`src/rtl/vlip_pkg.sv`:
```
// Shared constants, types and command/status bundles for the varispeed player.
`default_nettype none
package vlip_pkg;

    localparam int MAX_SAMPLES  = 65536;
    localparam int MAX_CHANNELS = 8;
    localparam int ADDR_W       = $clog2(MAX_SAMPLES);
    localparam int FILL_W       = ADDR_W + 1;
    localparam int CH_W         = 4;
    localparam int CHI_W        = 3;
    localparam int SR_W         = 18;
    localparam int POS_W        = 34;
    localparam int FRAC_W       = 12;
    localparam int ILO_W        = POS_W - 1 - FRAC_W;

    localparam logic [SR_W-1:0] SR_RESET = 18'd48000;
    localparam logic [CH_W-1:0] CH_RESET = 4'd2;
    localparam logic signed [15:0] QUIET_SPEED = 16'sd41;

    // Request codes.
    localparam logic [1:0] REQ_APPEND = 2'd0;
    localparam logic [1:0] REQ_CLEAR  = 2'd1;
    localparam logic [1:0] REQ_BEGIN  = 2'd2;
    localparam logic [1:0] REQ_NEXT   = 2'd3;

    // Configuration register indexes.
    localparam logic [1:0] CFG_CHANNELS    = 2'd0;
    localparam logic [1:0] CFG_SAMPLE_RATE = 2'd1;

    typedef struct packed {
        logic latch_in;
        logic mul_dur;
        logic set_pos;
        logic set_budget;
        logic do_append;
        logic do_clear;
        logic frame_setup;
        logic rd_lo;
        logic rd_hi;
        logic cap_lo;
        logic cap_hi;
        logic mul_diff;
        logic emit;
        logic ch_next;
        logic frame_adv;
    } t_cmd;

    typedef struct packed {
        logic [1:0] req;
        logic       frames_zero;
        logic       ch_last;
    } t_status;

endpackage
`default_nettype wire

```
`src/rtl/vlip_ctrl.sv`:
```
// Controller state machine sequencing requests and per-channel interpolation.
`default_nettype none
module vlip_ctrl
    import vlip_pkg::*;
(
    input  wire logic    i_clk,
    input  wire logic    i_rst_n,
    input  wire logic    i_start,
    input  wire t_status i_status,
    output logic         o_busy,
    output t_cmd         o_cmd
);
    typedef enum logic [10:0] {
        S_IDLE    = 11'b00000000001,
        S_DECODE  = 11'b00000000010,
        S_MUL_POS = 11'b00000000100,
        S_MUL_DUR = 11'b00000001000,
        S_SETUP   = 11'b00000010000,
        S_RD_LO   = 11'b00000100000,
        S_RD_HI   = 11'b00001000000,
        S_WAIT_HI = 11'b00010000000,
        S_INTERP  = 11'b00100000000,
        S_EMIT    = 11'b01000000000,
        S_ADV     = 11'b10000000000
    } t_state;

    t_state r_state, n_state;

    always_ff @(posedge i_clk) begin
        if (!i_rst_n) begin
            r_state <= S_IDLE;
        end else begin
            r_state <= n_state;
        end
    end

    assign o_busy = (r_state != S_IDLE);

    // Next state and command decode.
    always_comb begin
        n_state = r_state;
        o_cmd   = '0;
        case (r_state)
            S_IDLE: begin
                if (i_start) begin
                    o_cmd.latch_in = 1'b1;
                    n_state = S_DECODE;
                end
            end
            S_DECODE: begin
                case (i_status.req)
                    REQ_APPEND: begin
                        o_cmd.do_append = 1'b1;
                        n_state = S_IDLE;
                    end
                    REQ_CLEAR: begin
                        o_cmd.do_clear = 1'b1;
                        n_state = S_IDLE;
                    end
                    REQ_BEGIN: n_state = S_MUL_POS;
                    default: begin
                        n_state = i_status.frames_zero ? S_IDLE : S_SETUP;
                    end
                endcase
            end
            S_MUL_POS: begin
                o_cmd.set_pos = 1'b1;
                o_cmd.mul_dur = 1'b1;
                n_state = S_MUL_DUR;
            end
            S_MUL_DUR: begin
                o_cmd.set_budget = 1'b1;
                n_state = S_IDLE;
            end
            S_SETUP: begin
                o_cmd.frame_setup = 1'b1;
                n_state = S_RD_LO;
            end
            S_RD_LO: begin
                o_cmd.rd_lo = 1'b1;
                n_state = S_RD_HI;
            end
            S_RD_HI: begin
                o_cmd.rd_hi  = 1'b1;
                o_cmd.cap_lo = 1'b1;
                n_state = S_WAIT_HI;
            end
            S_WAIT_HI: begin
                o_cmd.cap_hi = 1'b1;
                n_state = S_INTERP;
            end
            S_INTERP: begin
                o_cmd.mul_diff = 1'b1;
                n_state = S_EMIT;
            end
            S_EMIT: begin
                o_cmd.emit = 1'b1;
                if (i_status.ch_last) begin
                    n_state = S_ADV;
                end else begin
                    o_cmd.ch_next = 1'b1;
                    n_state = S_RD_LO;
                end
            end
            S_ADV: begin
                o_cmd.frame_adv = 1'b1;
                n_state = S_IDLE;
            end
            default: n_state = S_IDLE;
        endcase
    end
endmodule
`default_nettype wire

```
`config.mk`:
```
export PLATFORM = sky130hd
export DESIGN_NAME = vlip_ctrl
export DESIGN_NICKNAME = d
export VERILOG_FILES = /design/src/rtl/vlip_pkg.sv /design/src/rtl/vlip_ctrl.sv
export SDC_FILE = /design/constraint.sdc
export NUM_CORES = 1
export LEC_CHECK = 0
export BUFFER_PORTS_ARGS = -buffer_cell sky130_fd_sc_hd__buf_2
export CAP_MARGIN = 20
export CELL_PAD_IN_SITES_DETAIL_PLACEMENT = 1
export CELL_PAD_IN_SITES_GLOBAL_PLACEMENT = 1
export CORE_MARGIN = 1.5
export CORE_UTILIZATION = 36
export DETAILED_ROUTE_END_ITERATION = 8
export GPL_ROUTABILITY_DRIVEN = 1
export PLACE_DENSITY = 0.79
export SYNTH_ARGS = -nofsm -noshare
export SYNTH_HDL_FRONTEND = slang
export SYNTH_SLANG_ARGS = --single-unit
```
`constraint.sdc`:
```
create_clock -name i_clk -period 2.9 [get_ports i_clk]
set_input_delay 0.29 -clock i_clk [delete_from_list [all_inputs] [get_ports i_clk]]
set_output_delay 0.29 -clock i_clk [all_outputs]
set_load 0.01 [all_outputs]
```
==> run metrics <==
Avg Cell Area, Syn=8.50 µm²; Max Fanout on Critical Path=6; max-slew violations=0; Mapped Area=654 µm²; Hold Crit Endpoint=r_state[4]$_SDFFE_PN0P_; global route overflow=0; initial antenna violation count=0; Initial Util=0.383; clk_lat worst skew=around 0.28 ns; dpl hpwl=~1400 µm; Synth Instances=77; via count=661; Placeable Area=1710 µm²; count of final hold-check violations=0; Die Wd=45.6 µm; VDD IR max=between 0.2 and 0.25 mV; Synth top area share=0.337; most frequent cells in the layout=buf_2, dfxtp_1, nor2_1; Resized cells post-CTS=0; post-synthesis sequential area ratio=0.337; Area Overhead vs Synth=22.8%; Detail Route Antenna Nets=0; Power Density=around 420 nW/µm²; Fin Setup TNS=0 ns; largest net degree at the start of global routing=9; Vias/cell=about 5.3; DP Worst Slack=a little over 0.8 ns; Final Skew=0.00615 ns; # hold bufs at CTS=0; crit start category=flop; f_max=between 400 and 500 MHz; minimum clock period=about 2.4 ns; Worst Setup SP=r_state[4]$_SDFFE_PN0P_; status=complete, no violations; Num CTS Buffers=3; Synth area leaders=dfxtp_1, and4b_1, o211a_1; worst hold path cell count=2; Hold WC Path Type=input pin to flop; Final nets=between 100 and 150; Rel. slew slack=0.687; Die Y=about 46 µm; CTS tree=done; final WL=1740 µm; DRT Pass-1 Iters=2; data required time of the worst path=~2.6 ns; #FFs+latches synth=11; setup ws final=around 0.52 ns; Final setup viols=0; min-delay src=i_status[1]; Setup Buffers After CTS=0; Port-buffer cells=22; row count=15; fin crit share=0.821; initial DRC count=11; Residual DRC=0; Max Root-Sink Buffers=2; H-tree Lvls=1; r2r endpoint=r_state[0]$_SDFFE_PN1P_; leading area contributor after synthesis=dfxtp_1; ant diodes=0; CTS Sinks=11; RR Startpoint=r_state[4]$_SDFFE_PN0P_; max-cap viol count=0; Clock Pin Slew Worst Setup and Hold Paths=0.08 ns; Top Ports=23; max reg flops=11; proportion of layout cells with a drive suffix above 1=0.320; most common cell after layout, fill and taps aside=buf_2; clock root buffer=clkbuf_4; Largest regs=r_state (11); Reg with most FFs=r_state; Crit. End Element=primary output; gr usage total=0.205; arrival time worst endpoint=2.09 ns; Avg WL per Cell=approximately 14 µm; r2r setup slk=a little over 0.8 ns; Crit Path Class=flop to primary output; worst slew pin tran=~0.47 ns; Pleak=approximately 0.43 nW; Unique masters post-synth=32; RSZ-0062 raised after global routing=false; die area=around 2100 µm²; gp weighted congestion=between 0.7 and 0.8; global-route wire length before repair=~3000 µm; Ys Warns=0; vias in the first global route=about 650; syn_nets=84; worst r2r path cells=5
==> critical path, cell delays in order, from the launching register on <==
cell and delay [ns]:
dfxtp_1 0.36, or4_4 0.58, nor2_4 0.12, nand2_2 0.06, or3_1 0.34, nor3b_1 0.19, buf_2 0.16
==> worst max-delay path by stage <==
stage                                   end  cells past startpoint
floorplan                         o_cmd[11]                      5
global placement    r_state[5]$_SDFFE_PN0P_                      5
detailed placement                o_cmd[11]                      6
CTS                               o_cmd[11]                      6
global route                       o_cmd[0]                      6
finish                            o_cmd[11]                      6
==> logic make-up after synthesis <==
family                   synth area share
AND/OR/NAND/NOR                     0.384
XOR/XNOR                           0.0402
buffers and inverters              0.0535
adder cells (fa/ha/maj)            0.0172
flip-flops                          0.337
AO/OA/AOI/OAI                       0.168
==> per-stage QoR <==
step,util,power (mW),cells,hold slack (ns),area [µm²]
finish,0.470,0.338,125,0.196,803
global route,0.470,0.357,125,0.200,803
CTS,0.470,0.341,125,0.191,803
detailed placement,0.454,0.233,121,0.490,776
global placement,0.454,0.230,121,0.484,776
floorplan,-,0.208,77,0.362,654
==> cell type report <==
cell class	instances	area [µm²]
fill	220	905
inverter	4	15.0
multi-input combinational	59	399
clock buffer	3	22.5
timing repair buffer	22	110
sequential	11	220
tap	25	31.3
clock inverter	1	5.00
==> where the power goes <==
group	total (mW)	switching, mW	internal [mW]
Sequential	0.163	0.00800	0.155
Clock	0.109	0.0579	0.0513
Combinational	0.0662	0.0411	0.0250
==> cell usage after synthesis <==
cell type	instances
nor4_1	2
xnor2_1	1
o211a_1	4
nand2_2	1
o21ba_2	1
nand4b_1	1
o21ai_0	5
a22o_1	1
nand2_1	3
nor3b_1	4
a21boi_0	1
nand3_1	2
a21oi_1	1
buf_4	2
or2_2	1
nor3_1	2
nor2_4	1
maj3_2	1
nor2b_1	2
or4_4	1
o21ai_1	1
or3_1	2
or4_1	1
dfxtp_1	11
xor2_1	2
and3_1	1
buf_2	1
inv_1	4
nor2_1	10
and3b_1	2
and4b_1	4
o2bb2ai_1	1
==> layer usage <==
layer,GRT usage,vias up,share of wire
met4,0.135,0,0.026
met5,0,-,0
met2,0.293,16,0.49
met3,0.0476,6,0.036
met1,0.271,309,0.45
li1,-,330,-
No activity file was read; power rests on OpenSTA's default activity.
